`src/hdl/firc_pkg.sv`:
```
// Shared codes for the in-range coder: operating mode and result status.
// No dependencies; imported by the top level.
`default_nettype none

package firc_pkg;

    typedef enum logic {
        MODE_ENCODE = 1'b0,
        MODE_DECODE = 1'b1
    } t_mode;

    typedef enum logic {
        STATUS_OK    = 1'b0,
        STATUS_ERROR = 1'b1
    } t_status;

endpackage

`default_nettype wire

```
`src/hdl/firc_bounds.sv`:
```
// Range analysis: span d = H-L+1, k = floor(log2 d), 2^k, long-group size, short-code count.
// No package dependency; used by the in-range coder top level.
`default_nettype none

module firc_bounds #(
    parameter int VALUE_BITS = 8
) (
    input  wire logic [VALUE_BITS-1:0]         i_low_bound,
    input  wire logic [VALUE_BITS-1:0]         i_high_bound,
    output logic                               o_order_err,
    output logic [$clog2(VALUE_BITS+1)-1:0]    o_k,
    output logic [VALUE_BITS:0]                o_pow_k,
    output logic [VALUE_BITS:0]                o_half,
    output logic [VALUE_BITS:0]                o_short_cnt
);

    localparam int DW = VALUE_BITS + 1;
    localparam int KW = $clog2(VALUE_BITS + 1);

    logic [DW-1:0] span;
    logic [DW:0]   twice_pow;

    assign o_order_err = (i_low_bound > i_high_bound);
    assign span        = {1'b0, i_high_bound} - {1'b0, i_low_bound} + DW'(1);

    // leading-one position of the span
    always_comb begin
        o_k = '0;
        for (int i = 1; i < DW; i++) begin
            if (span[i]) begin
                o_k = KW'(i);
            end
        end
    end

    assign o_pow_k     = DW'(1) << o_k;
    assign twice_pow   = {o_pow_k, 1'b0};
    assign o_short_cnt = DW'(twice_pow - {1'b0, span});
    assign o_half      = span - o_pow_k;

endmodule

`default_nettype wire

```
`src/hdl/firc_encode.sv`:
```
// Encoder path: maps a value's offset to its in-range code and length.
// Takes range terms from firc_bounds; no package dependency.
`default_nettype none

module firc_encode #(
    parameter int VALUE_BITS = 8
) (
    input  wire logic [VALUE_BITS-1:0]         i_plain_value,
    input  wire logic [VALUE_BITS-1:0]         i_low_bound,
    input  wire logic [VALUE_BITS-1:0]         i_high_bound,
    input  wire logic [$clog2(VALUE_BITS+1)-1:0] i_k,
    input  wire logic [VALUE_BITS:0]           i_pow_k,
    input  wire logic [VALUE_BITS:0]           i_half,
    input  wire logic [VALUE_BITS:0]           i_short_cnt,
    output logic                               o_range_err,
    output logic [VALUE_BITS-1:0]              o_code_bits,
    output logic [$clog2(VALUE_BITS+1)-1:0]    o_code_length
);

    localparam int DW = VALUE_BITS + 1;
    localparam int LW = $clog2(VALUE_BITS + 1);

    logic [VALUE_BITS-1:0] offset;
    logic [DW-1:0]         off_x;
    logic [DW-1:0]         mask;
    logic [DW-1:0]         code_x;

    assign o_range_err = (i_plain_value < i_low_bound) || (i_plain_value > i_high_bound);
    assign offset      = i_plain_value - i_low_bound;
    assign off_x       = {1'b0, offset};
    assign mask        = i_pow_k - DW'(1);

    // a + half == 2^k, so the upper long group starts at 2^k
    always_comb begin
        if (off_x < i_half) begin
            code_x        = off_x;
            o_code_length = i_k + LW'(1);
        end else if (off_x >= i_pow_k) begin
            code_x        = off_x - i_short_cnt;
            o_code_length = i_k + LW'(1);
        end else begin
            code_x        = ~(off_x - i_half) & mask;
            o_code_length = i_k;
        end
    end

    assign o_code_bits = code_x[VALUE_BITS-1:0];

endmodule

`default_nettype wire

```
`src/hdl/firc_decode.sv`:
```
// Decoder path: reads an MSB-first window, returns the value and bits consumed.
// Takes range terms from firc_bounds; no package dependency.
`default_nettype none

module firc_decode #(
    parameter int VALUE_BITS = 8
) (
    input  wire logic [VALUE_BITS-1:0]         i_code_window,
    input  wire logic [VALUE_BITS-1:0]         i_low_bound,
    input  wire logic [$clog2(VALUE_BITS+1)-1:0] i_k,
    input  wire logic [VALUE_BITS:0]           i_pow_k,
    input  wire logic [VALUE_BITS:0]           i_half,
    input  wire logic [VALUE_BITS:0]           i_short_cnt,
    output logic [VALUE_BITS-1:0]              o_decoded_value,
    output logic [$clog2(VALUE_BITS+1)-1:0]    o_code_length
);

    localparam int DW = VALUE_BITS + 1;
    localparam int KW = $clog2(VALUE_BITS + 1);
    localparam int LW = KW;

    logic [DW-1:0]         head;      // first k+1 window bits
    logic [VALUE_BITS-1:0] prefix;    // first k window bits
    logic [DW-1:0]         limit;
    logic [DW-1:0]         mask;
    logic [DW-1:0]         low_x;
    logic [DW-1:0]         dec_x;

    assign head   = {i_code_window, 1'b0} >> (KW'(VALUE_BITS) - i_k);
    assign prefix = i_code_window >> (KW'(VALUE_BITS) - i_k);
    assign limit  = {i_half[DW-2:0], 1'b0};
    assign mask   = i_pow_k - DW'(1);
    assign low_x  = {1'b0, i_low_bound};

    always_comb begin
        if (head < limit) begin
            o_code_length = i_k + LW'(1);
            if (head < i_half) begin
                dec_x = low_x + head;
            end else begin
                dec_x = low_x + head + i_short_cnt;
            end
        end else begin
            o_code_length = i_k;
            dec_x         = low_x + i_half + (~{1'b0, prefix} & mask);
        end
    end

    assign o_decoded_value = dec_x[VALUE_BITS-1:0];

endmodule

`default_nettype wire

```
`src/hdl/felics_in_range_code.sv`:
```
// Top level of the FELICS in-range (adjusted binary) coder: input register,
// range/encode/decode logic, result register. Uses firc_pkg, firc_bounds,
// firc_encode and firc_decode.
//
//  Channel | Direction | Handshake               | Payload
//  --------+-----------+-------------------------+---------------------------------------
//  item    | in        | start && !busy          | i_mode, i_low_bound, i_high_bound,
//          |           |                         | i_plain_value, i_code_window
//  result  | out       | o_strobe (one cycle)    | o_code_bits, o_code_length,
//          |           |                         | o_decoded_value, o_status
//
// One beat in per cycle while busy is low; each beat passes the input register,
// then the result register; throughput is one item per clock.
// busy is high only while in reset and until the first clock edge after it; otherwise
// the block always takes a beat. No state is carried between items.
// Synchronous active-low reset clears the valid flags; payload is not reset.
// The result side has no back-pressure: each result is shown for exactly one
// cycle and must be taken then.
`default_nettype none

module felics_in_range_code
    import firc_pkg::*;
#(
    parameter int VALUE_BITS = 8
) (
    input  wire logic                            i_clk,
    input  wire logic                            i_rst_n,
    input  wire logic                            start,
    output logic                                 busy,
    input  wire logic                            i_mode,
    input  wire logic [VALUE_BITS-1:0]           i_low_bound,
    input  wire logic [VALUE_BITS-1:0]           i_high_bound,
    input  wire logic [VALUE_BITS-1:0]           i_plain_value,
    input  wire logic [VALUE_BITS-1:0]           i_code_window,
    output logic                                 o_strobe,
    output logic [VALUE_BITS-1:0]                o_code_bits,
    output logic [$clog2(VALUE_BITS+1)-1:0]      o_code_length,
    output logic [VALUE_BITS-1:0]                o_decoded_value,
    output logic                                 o_status
);

    localparam int KW = $clog2(VALUE_BITS + 1);
    localparam int DW = VALUE_BITS + 1;

    // ---- input register ----
    logic                  r_busy;
    logic                  r_in_valid;
    t_mode                 r_mode;
    logic [VALUE_BITS-1:0] r_low;
    logic [VALUE_BITS-1:0] r_high;
    logic [VALUE_BITS-1:0] r_value;
    logic [VALUE_BITS-1:0] r_window;

    logic accept;
    assign accept = start && !r_busy;
    assign busy   = r_busy;

    always_ff @(posedge i_clk) begin
        if (!i_rst_n) begin
            r_busy     <= 1'b1;
            r_in_valid <= 1'b0;
        end else begin
            r_busy     <= 1'b0;
            r_in_valid <= accept;
        end
        if (accept) begin
            r_mode   <= t_mode'(i_mode);
            r_low    <= i_low_bound;
            r_high   <= i_high_bound;
            r_value  <= i_plain_value;
            r_window <= i_code_window;
        end
    end

    // ---- range terms shared by both paths ----
    logic          order_err;
    logic [KW-1:0] k;
    logic [DW-1:0] pow_k;
    logic [DW-1:0] half;
    logic [DW-1:0] short_cnt;

    firc_bounds #(
        .VALUE_BITS (VALUE_BITS)
    ) u_bounds (
        .i_low_bound  (r_low),
        .i_high_bound (r_high),
        .o_order_err  (order_err),
        .o_k          (k),
        .o_pow_k      (pow_k),
        .o_half       (half),
        .o_short_cnt  (short_cnt)
    );

    // ---- encode path ----
    logic                  enc_range_err;
    logic [VALUE_BITS-1:0] enc_bits;
    logic [KW-1:0]         enc_len;

    firc_encode #(
        .VALUE_BITS (VALUE_BITS)
    ) u_encode (
        .i_plain_value (r_value),
        .i_low_bound   (r_low),
        .i_high_bound  (r_high),
        .i_k           (k),
        .i_pow_k       (pow_k),
        .i_half        (half),
        .i_short_cnt   (short_cnt),
        .o_range_err   (enc_range_err),
        .o_code_bits   (enc_bits),
        .o_code_length (enc_len)
    );

    // ---- decode path ----
    logic [VALUE_BITS-1:0] dec_value;
    logic [KW-1:0]         dec_len;

    firc_decode #(
        .VALUE_BITS (VALUE_BITS)
    ) u_decode (
        .i_code_window   (r_window),
        .i_low_bound     (r_low),
        .i_k             (k),
        .i_pow_k         (pow_k),
        .i_half          (half),
        .i_short_cnt     (short_cnt),
        .o_decoded_value (dec_value),
        .o_code_length   (dec_len)
    );

    // ---- result selection ----
    logic [VALUE_BITS-1:0] n_bits;
    logic [KW-1:0]         n_len;
    logic [VALUE_BITS-1:0] n_dec;
    t_status               n_status;

    always_comb begin
        n_bits   = '0;
        n_len    = '0;
        n_dec    = '0;
        n_status = STATUS_OK;
        if (order_err) begin
            n_status = STATUS_ERROR;
        end else begin
            unique case (r_mode)
                MODE_ENCODE: begin
                    if (enc_range_err) begin
                        n_status = STATUS_ERROR;
                    end else begin
                        n_bits = enc_bits;
                        n_len  = enc_len;
                    end
                end
                MODE_DECODE: begin
                    n_dec = dec_value;
                    n_len = dec_len;
                end
                default: begin
                    n_status = STATUS_ERROR;
                end
            endcase
        end
    end

    // ---- result register ----
    logic                  r_strobe;
    logic [VALUE_BITS-1:0] r_bits;
    logic [KW-1:0]         r_len;
    logic [VALUE_BITS-1:0] r_dec;
    t_status               r_status;

    always_ff @(posedge i_clk) begin
        if (!i_rst_n) begin
            r_strobe <= 1'b0;
        end else begin
            r_strobe <= r_in_valid;
        end
        if (r_in_valid) begin
            r_bits   <= n_bits;
            r_len    <= n_len;
            r_dec    <= n_dec;
            r_status <= n_status;
        end
    end

    assign o_strobe        = r_strobe;
    assign o_code_bits     = r_bits;
    assign o_code_length   = r_len;
    assign o_decoded_value = r_dec;
    assign o_status        = r_status;

`ifndef SYNTHESIS
    a_accept_to_result: assert property (@(posedge i_clk) disable iff (!i_rst_n)
        accept |=> ##1 o_strobe)
        else $error("accepted beat did not produce a result two cycles later");

    a_no_spurious_result: assert property (@(posedge i_clk) disable iff (!i_rst_n)
        !r_in_valid |=> !o_strobe)
        else $error("result strobe without a registered item");

    a_error_clears_fields: assert property (@(posedge i_clk) disable iff (!i_rst_n)
        (o_strobe && o_status == STATUS_ERROR) |->
            (o_code_bits == '0 && o_code_length == '0 && o_decoded_value == '0))
        else $error("error result carries non-zero fields");

    a_length_bounded: assert property (@(posedge i_clk) disable iff (!i_rst_n)
        o_strobe |-> (o_code_length <= KW'(VALUE_BITS)))
        else $error("code length exceeds value width");

    a_one_path_only: assert property (@(posedge i_clk) disable iff (!i_rst_n)
        (o_strobe && o_decoded_value != '0) |-> (o_code_bits == '0))
        else $error("encode and decode fields both populated");
`endif

endmodule

`default_nettype wire
```
`config.mk`:
```
export PLATFORM = sky130hd
export DESIGN_NAME = felics_in_range_code
export DESIGN_NICKNAME = d
export VERILOG_FILES = /design/src/hdl/firc_pkg.sv /design/src/hdl/firc_bounds.sv /design/src/hdl/firc_encode.sv /design/src/hdl/firc_decode.sv /design/src/hdl/felics_in_range_code.sv
export SDC_FILE = /design/constraint.sdc
export NUM_CORES = 1
export LEC_CHECK = 0
export BUFFER_PORTS_ARGS = -buffer_cell sky130_fd_sc_hd__clkbuf_2
export CORE_MARGIN = 2
export CORE_UTILIZATION = 39
export DETAILED_ROUTE_END_ITERATION = 6
export GPL_TIMING_DRIVEN = 0
export HOLD_SLACK_MARGIN = 0.12
export PLACE_DENSITY = 0.61
export SLEW_MARGIN = 25
export SYNTH_ARGS = -nofsm -noshare
export SYNTH_HDL_FRONTEND = slang
export SYNTH_HIERARCHICAL = 1
export SYNTH_SLANG_ARGS = --single-unit
```
`constraint.sdc`:
```
create_clock -name i_clk -period 9.5 [get_ports i_clk]
set_input_delay 1.9 -clock i_clk [delete_from_list [all_inputs] [get_ports i_clk]]
set_output_delay 1.9 -clock i_clk [all_outputs]
set_load 0.05 [all_outputs]
```
=== After elaboration in Yosys (flattened, before gate mapping) ===
Index checks and enable logic that the tools add are counted.
Widths: inputs -> output; s select.

* Output and inout port bits: 23
* Bits of input ports: 36
* Word-level logic and storage cells: 66
* Register bits after elaboration: 57

* Bitwise logic cells: 5
* Shift-type cells: 3
* Reduce and logical (&&, ||, !) cells: 5
* Magnitude comparators: 7
* $add $sub $neg: 14
* Muxes and demuxes: 20

{| class="wikitable"
|+ Operators with widths
! kind !! number
|-
| $add 8x8->8 || 4
|-
| $mux 8 || 4
|-
| $sub 8x8->8 || 4
|-
| $mux 4 || 5
|-
| $lt 9x9->1 || 2
|-
| $and 8x8->8 || 2
|-
| $gt 8x8->1 || 2
|-
| $not 8->8 || 2
|-
| $mux 3 || 4
|-
| $add 9x1->9 const B || 1
|-
| $ge 8x9->1 || 1
|-
| $lt 8x9->1 || 1
|-
| $shl 1x4->9 const A || 1
|-
| $shr 9x4->9 || 1
|-
| $sub 8x8->9 || 1
|-
| $sub 9x9->9 || 1
|-
| $lt 8x8->1 || 1
|-
| $pmux 4 s2 || 1
|-
| $shr 8x4->8 || 1
|-
| $sub 8x1->8 const B || 1
|-
| $add 4x1->4 const B || 1
|-
| $mux 1 || 4
|-
| $mux 2 || 2
|-
| $sub 4x4->4 const A || 1
|-
| 6 further kinds || 6
|}

=== Depth between registers and ports, before layout ===
Gate-level depths: netlist of run 1.

* Depth after elaboration: 17
* Depth in mapped cells: 36
* Gate-level depth less buffers: 33

=== Modules after synthesis ===
Netlist of run 1, hierarchy kept.

{| class="wikitable"
|+ Modules (own cells, without submodules)
! module !! area each (µm²) !! times used !! cells an instance !! seq. area each (µm²)
|-
| firc_decode || 2057.0 || 1 || 242 || 0.0
|-
| felics_in_range_code || 1898.1 || 1 || 91 || 1681.6
|-
| firc_encode || 1761.7 || 1 || 243 || 0.0
|-
| firc_bounds || 1672.9 || 1 || 220 || 0.0
|}

=== Least setup slack after synthesis of run 1 ===
Ideal clock, no wire load.

* Path type: reg2reg
* Start: register r_low[1]
* End: register r_len[1] (netlist: o_code_length[1]), data pin
* Cell stages (with the launch flop): 31
* Clock period less this slack: 7490 ps
* Setup time: 260 ps
* Data arrival time: 7230 ps
* Buffers on the path: 2
* Setup slack: 2010 ps
* Required time: 9240 ps
* Cell sequence: edfxtp_1 > ha_1 > inv_1 > ha_1 > fa_1 > buf_6 > a21o_1 > a211o_1 > a2111oi_2 > o21ai_2 > buf_6 > nor4b_1 > ha_1 > inv_1 > fa_1 > a21oi_1 > nor2_1 > nor3_1 > o31ai_2 > xor2_1 > inv_1 > ha_1 > nand2_1 > o21ai_1 > o211ai_1 > a21oi_2 > inv_2 > a21oi_2 > mux2_1 > or3b_1 > a21oi_1

* Longest elaborated chain between the ends: 16
* Elaborated cells on any way between the ends: 27
* Those cells by class: 6 x add/sub; 5 x order compare; 2 x shift; 13 x mux; 1 x reduce/logical

{| class="wikitable"
|+ Ends and longest elaborated chain
! what !! RTL line !! RTL
|-
| start: declaration || felics_in_range_code.sv:49 || <nowiki>logic [VALUE_BITS-1:0] r_low;</nowiki>
|-
| start signal: assignment || felics_in_range_code.sv:68 || <nowiki>r_low <= i_low_bound;</nowiki>
|-
| $sub 8x8->9 * || firc_bounds.sv:24 || <nowiki>assign span = {1'b0, i_high_bound} - {1'b0, i_low_bound} + DW'(1);</nowiki>
|-
| $add 9x1->9 * || firc_bounds.sv:24 ||
|-
| $mux 1 || firc_bounds.sv:30 || <nowiki>if (span[i]) begin</nowiki>
|-
| $mux 2 (2 in a row) || firc_bounds.sv:30 ||
|-
| $mux 3 (4 in a row) || firc_bounds.sv:30 ||
|-
| $mux 4 * || firc_bounds.sv:30 ||
|-
| $shl 1x4->9 * || firc_bounds.sv:36 || <nowiki>assign o_pow_k = DW'(1) << o_k;</nowiki>
|-
| via pow_k[0] || felics_in_range_code.sv:78 || <nowiki>logic [DW-1:0] pow_k;</nowiki>
|-
| $sub 9x9->9 * || firc_bounds.sv:39 || <nowiki>assign o_half = span - o_pow_k;</nowiki>
|-
| via half[6] || felics_in_range_code.sv:79 || <nowiki>logic [DW-1:0] half;</nowiki>
|-
| $lt 8x9->1 * || firc_encode.sv:35 || <nowiki>if (off_x < i_half) begin</nowiki>
|-
| $mux 4 * || firc_encode.sv:35 ||
|-
| via enc_len[1] || felics_in_range_code.sv:97 || <nowiki>logic [KW-1:0] enc_len;</nowiki>
|-
| $mux 4 * || felics_in_range_code.sv:147 || <nowiki>if (enc_range_err) begin</nowiki>
|-
| $pmux 4 s2 * || felics_in_range_code.sv:145 || <nowiki>unique case (r_mode)</nowiki>
|-
| end signal: assignment || felics_in_range_code.sv:180 || <nowiki>r_len <= n_len;</nowiki>
|-
| end: declaration || felics_in_range_code.sv:168 || <nowiki>logic [KW-1:0] r_len;</nowiki>
|}

The timed path passes the listed nets; every way through them passes the cells marked *.
A chain may end at the register's enable or synchronous reset.

=== Worst setup path in the final report of run 1 ===
* Start: register r_low[1]
* End: register r_dec[7] (netlist: o_decoded_value[7]), data pin

* Elaborated cells on any way between the ends: 29
* Those cells by class: 10 x add/sub; 3 x order compare; 3 x shift; 10 x mux; 2 x bitwise; 1 x reduce/logical

{| class="wikitable"
|+ RTL lines
! what !! RTL line !! RTL
|-
| $sub 8x8->9 * || firc_bounds.sv:24 ||
|-
| $add 9x1->9 * || firc_bounds.sv:24 ||
|-
| $mux 2 (2 in a row) || firc_bounds.sv:30 ||
|-
| $mux 3 (4 in a row) || firc_bounds.sv:30 ||
|-
| $mux 4 * || firc_bounds.sv:30 ||
|-
| via k[1] || felics_in_range_code.sv:77 || <nowiki>logic [KW-1:0] k;</nowiki>
|-
| $sub 4x4->4 || firc_decode.sv:29, firc_decode.sv:30 ||
|-
| $shr 9x4->9 or $shr 8x4->8 (tied branches) || firc_decode.sv:29, firc_decode.sv:30 ||
|-
| $add 8x8->8 or $not 8->8 (tied branches) || firc_decode.sv:39, firc_decode.sv:41, firc_decode.sv:45 ||
|-
| $add 8x8->8 or $and 8x8->8 (tied branches) || firc_decode.sv:41, firc_decode.sv:45 ||
|-
| $mux 8 or $add 8x8->8 (tied branches) || firc_decode.sv:38, firc_decode.sv:45 ||
|-
| $mux 8 * || firc_decode.sv:36 || <nowiki>if (head < limit) begin</nowiki>
|-
| via dec_value[7] || felics_in_range_code.sv:115 || <nowiki>logic [VALUE_BITS-1:0] dec_value;</nowiki>
|-
| end signal: assignment || felics_in_range_code.sv:181 || <nowiki>r_dec <= n_dec;</nowiki>
|-
| end: declaration || felics_in_range_code.sv:169 || <nowiki>logic [VALUE_BITS-1:0] r_dec;</nowiki>
|}

Marks and branches as above.

==> flow_summary.json, run 1 <==
{
  "grt_first_pass_wirelength_microns": 28500,
  "diodes": 0,
  "grt_max_degree": 29,
  "grt_overflow": 0,
  "rsz0062_at_grt": "no",
  "post-place-ws_ns": 0.737,
  "p_sw_uw": 890,
  "viasPerCell": 5.37,
  "dr.pass1.iters": 5,
  "critical_path_peak_fanout": 10,
  "initial_core_util_pct": 39.5,
  "skew_ns": 0.00857,
  "p_leak_uw": 0.00393,
  "worst_slew_pin_slew_ns": 1.11,
  "wl_microns": 18100,
  "hold_viol_final": 0,
  "seq_power_share_pct": 15.2,
  "setup_viol_count_final": 0,
  "worstSetupPathType": "flop to flop",
  "grt_pass1_vias": 5558,
  "drive_above_1_share_pct": 14.9,
  "drt.antenna.violating_nets": 0,
  "fmax_mhz": 117,
  "fp.dieArea_sq_um": 19900,
  "syn2layout_area_growth_pct": 13.0,
  "drt_iter0_drc": 277,
  "p_int_uw": 1100,
  "crit_arrival_ns": 8.66,
  "clk_latency_ns": 0.34,
  "cts_tree": "yes",
  "finalPower_uw": 1990,
  "slowest_stage": "a31oi_1",
  "core_sq_um": 18600,
  "syn_nets": 956,
  "post_cts_resized": 0,
  "worst_path_most_repeated_cell": "ha_1",
  "ir_worst_vdd_mv": 0.104,
  "slew-limit-headroom_pct": 26.1,
  "min_path_type": "flop to flop",
  "io_pins": 59,
  "hold_ws_ns": 0.624,
  "sw_frac_of_total_pct": 44.7,
  "htree_levels": 3,
  "cpPeakStageDelay_ns": 0.80,
  "combPwrFrac_pct": 67.1,
  "numCtsBuffers": 9,
  "hpwlAfterDp_microns": 15000,
  "die-height_microns": 141,
  "cp-end-kind": "flop",
  "drc": 0,
  "yosys_warnings": 6,
  "syn_avg_cell_area_sq_um": 9.31,
  "fin_util_pct": 44.6,
  "cts_setup_buffers": 0,
  "power_density_nw_per_um2": 240,
  "clock-root-buffer": "clkbuf_16",
  "portBuffers": 58,
  "status": "finished, final reports clean",
  "gp_congestion": 0.947,
  "die_x_microns": 141,
  "hold_buffers": 0,
  "gr-usage-all-layers_pct": 18.4,
  "nets": 1027,
  "finalCritPeriodShare_pct": 90.3,
  "cts.sinks": 57,
  "maxCapViolations": 0,
  "worst_slack_ns": 0.926,
  "ctsLongestPathBuffers": 2,
  "p_clk_share_pct": 17.7,
  "antenna_found_initial": 0,
  "startpoint_type": "flop",
  "synthCells": 788,
  "num_rows": 50,
  "slew_violations": 0,
  "wl_per_cell_microns": 16.4,
  "syn_area_sq_um": 7340,
  "cp.required_ns": 9.59,
  "setup_tns_ns": 0,
  "clk_pin_slew_ns": 0.06,
  "period_minus_slack_ns": 8.57,
  "vias": 5901
}
==> routing by layer <==
layer | GRT usage [%] | up-vias | share of wire [%]
met5 | 0 | - | 0
met4 | 5.21 | 0 | 1.9
met3 | 2.89 | 26 | 4.8
met2 | 29.7 | 166 | 45
met1 | 25.6 | 2718 | 48
li1 | - | 2991 | -
==> layout by cell type, fill, tap and decap left out, types with 12 or more instances in the layout <==
cell / n
ha_1: 116
inv_1: 102
clkbuf_2: 58
edfxtp_1: 54
nor2_1: 51
a21oi_1: 45
xnor2_1: 39
a21o_1: 29
nand2_1: 28
xor2_1: 27
nand3_1: 23
and2_1: 20
o21ai_0: 20
mux2i_1: 19
fa_1: 16
o21a_1: 12
==> worst paths after layout <==
path | slack (ns) | cells past startpoint | from | endpoint
min reg2reg | 0.62 | 1 | busy | r_mode
min | 0.62 | 1 | busy | r_mode
max | 0.93 | 32 | r_low[1] | o_decoded_value[7]
max reg2reg | 0.93 | 32 | r_low[1] | o_decoded_value[7]
==> sequential cells by signal, indices dropped and copies added, names as in the netlist, 4 cells and up <==
name and count:
o_decoded_value 8, r_window 8, r_value 8, o_code_bits 8, o_code_length 4, r_low 8, r_high 8
==> stage by stage <==
stage                     area (sq um)  cells
after floorplan                   7340    788
after global placement            7920   1080
after detailed placement          7960   1082
after CTS                         8290   1098
after global routing              8290   1098
final                             8290   1098
==> power groups by stage <==
stage,clock [uW],combinational (uW),sequential (uW)
detailed placement,0,1320,308
finish,352,1340,303
global route,372,1470,304
CTS,360,1330,303
floorplan,0,1030,320
global placement,0,1300,308
==> critical path: cells and delay by family, from the launching register on <==
kind	cells	cell delay [ns]
xor gates and xnor gates	3	0.71
AOI/OAI and AO/OA	10	2.90
and+or+nand+nor	4	0.54
buffers and inverters	6	0.90
adders and majority gates	7	2.36
DFF	1	0.53
muxes	2	0.35
==> layout make-up <==
class                           instances  area (sq um)
Timing Repair Buffer                   60           315
Multi-Input combinational cell        614          5170
Inverter                              105           394
Clock buffer                            9           225
Clock inverter                          7           104
Buffer                                 12           103
Tap cell                              234           293
Sequential cell                        57          1680
Fill cell                            1821         10300
(Power assumes the default switching activity.)
==> inputs of run 2 (changes only) <==
--- a/config.mk
+++ b/config.mk
@@ -6,12 +6,13 @@
 export NUM_CORES = 1
 export LEC_CHECK = 0
 export BUFFER_PORTS_ARGS = -buffer_cell sky130_fd_sc_hd__clkbuf_2
+export CAP_MARGIN = 30
 export CORE_MARGIN = 2
-export CORE_UTILIZATION = 39
+export CORE_UTILIZATION = 44
 export DETAILED_ROUTE_END_ITERATION = 6
 export GPL_TIMING_DRIVEN = 0
 export HOLD_SLACK_MARGIN = 0.12
-export PLACE_DENSITY = 0.61
+export PLACE_DENSITY = 0.67
 export SLEW_MARGIN = 25
 export SYNTH_ARGS = -nofsm -noshare
 export SYNTH_HDL_FRONTEND = slang
==> flow_summary.json, run 2 (same netlist as run 1, synthesis figures left out) <==
{
  "sw_frac_of_total_pct": 45.2,
  "ir_worst_vdd_mv": 0.151,
  "worstSetupPathType": "flop to flop",
  "grt_first_pass_wirelength_microns": 28800,
  "post_cts_resized": 0,
  "cp.required_ns": 9.59,
  "ff2ff_path_depth": 34,
  "htree_levels": 3,
  "setup_tns_ns": 0,
  "viasPerCell": 5.48,
  "fp.dieArea_sq_um": 17700,
  "min_path_cells": 0,
  "stdcell_count": 1088,
  "hold_viol_final": 0,
  "portBuffers": 58,
  "min_path_type": "flop to flop",
  "nets": 1031,
  "period_minus_slack_ns": 8.75,
  "r2r_end": "o_decoded_value[7]",
  "gp_congestion": 0.965,
  "combPwrFrac_pct": 68.2,
  "hpwlAfterDp_microns": 14700,
  "wl_microns": 17900,
  "io_pins": 59,
  "skew_ns": 0.00776,
  "use_met1_pct": 29.0,
  "timing.rr.start": "r_low[1]",
  "whs_endpoint": "o_code_length[1]",
  "drc": 0,
  "numCtsBuffers": 9,
  "wl_per_cell_microns": 16.4,
  "reg2reg_slack_ns": 0.75,
  "cts_tree": "yes",
  "clock-root-buffer": "clkbuf_16",
  "placed_cells": 1070,
  "fmax_mhz": 114,
  "clk_pin_slew_ns": 0.05,
  "maxCapViolations": 0,
  "met2_usage_pct": 33.2,
  "final_cell_mix": "ha_1 (116), inv_1 (102), clkbuf_2 (58), edfxtp_1 (54), nor2_1 (52)",
  "die_x_microns": 133,
  "slew-limit-headroom_pct": 31.5,
  "vias": 5960,
  "gr-usage-all-layers_pct": 20.7,
  "syn2layout_area_growth_pct": 12.8,
  "crit_arrival_ns": 8.84,
  "startpoint_type": "flop",
  "power_density_nw_per_um2": 237,
  "diodes": 0,
  "initial_core_util_pct": 44.6,
  "seq_power_share_pct": 15.4,
  "p_sw_uw": 887,
  "antenna_found_initial": 0,
  "min_from": "r_in_valid",
  "cts_setup_buffers": 0,
  "hold_buffers": 0,
  "drive_above_1_share_pct": 15.2,
  "drt.antenna.violating_nets": 0,
  "rsz0062_at_grt": "no",
  "slew_violations": 0,
  "cp-end-kind": "flop",
  "die-height_microns": 133,
  "p_leak_uw": 0.00393,
  "grt_overflow": 0,
  "dr.pass1.iters": 5,
  "clk_latency_ns": 0.34,
  "p_clk_share_pct": 16.4,
  "cpPeakStageDelay_ns": 0.59,
  "grt_pass1_vias": 5669,
  "ctsLongestPathBuffers": 2,
  "drt_iter0_drc": 421,
  "worst_slew_pin_slew_ns": 1.02,
  "busiest_layer": "met2",
  "groute.layer.met3.usage_pct": 3.20,
  "slowest_stage": "a2111oi_0",
  "finalCritPeriodShare_pct": 92.1,
  "worst_path_most_repeated_cell": "ha_1",
  "status": "finished, final reports clean",
  "setup_viol_count_final": 0,
  "cts.sinks": 57,
  "layout_commonest_cell": "ha_1",
  "critical_path_peak_fanout": 10,
  "p_int_uw": 1080,
  "core_sq_um": 16500,
  "num_rows": 47,
  "fin_util_pct": 50.3,
  "grt_max_degree": 30
}
run 2: through the flow:
step           power [uW]  worst slack [ns]  hold WS, ns  area (sq um)
6_report             1960             0.754        0.577          8280
3_3_place_gp         1600             0.241        0.733          7900
4_1_cts              1960             0.754        0.633          8260
3_5_place_dp         1620             0.830        0.619          7960
5_1_grt              2130             0.359        0.592          8280
2_1_floorplan        1350              2.01        0.665          7340
run 2: how the worst max path moves through the flow:
stage,end,start,cells after the start
CTS,o_decoded_value[7],r_low[1],34
finish,o_decoded_value[7],r_low[1],34
global placement,o_code_length[1],r_low[1],30
floorplan,o_code_length[1],r_low[1],30
global route,o_decoded_value[7],r_low[1],34
detailed placement,o_decoded_value[7],r_low[1],34
run 2: final cells by class:
cell class,instances,area [sq um]
Tap cell,220,275
Inverter,105,394
Multi-Input combinational cell,614,5170
Clock buffer,9,225
Clock inverter,7,78.8
Sequential cell,57,1680
Timing Repair Buffer,64,347
Buffer,12,103
Fill cell,1587,8190
run 2: worst max-delay path: cells and delay by family (launching register included):
kind	cells	cell delay (ns)
fa+ha+maj	7	2.34
compound gates	10	2.18
buf+inv	7	1.21
simple gates	5	1.14
xor+xnor	3	0.68
flops	1	0.55
mux	2	0.35
run 2: metal layers:
metal	share of wire, %	vias to the layer above	wire [microns]
met1	48	2792	8490
li1	-	2985	-
met4	1.9	0	346
met3	5.3	24	940
met2	45	159	8090
met5	0	-	0
run 2: power groups by stage:
| stage | combinational [uW] | clock (uW) | sequential (uW) |
|---|---|---|---|
| after floorplan | 1030 | 0 | 320 |
| after global placement | 1290 | 0 | 308 |
| after detailed placement | 1320 | 0 | 308 |
| after CTS | 1330 | 330 | 303 |
| after global routing | 1490 | 338 | 303 |
| final | 1340 | 322 | 302 |
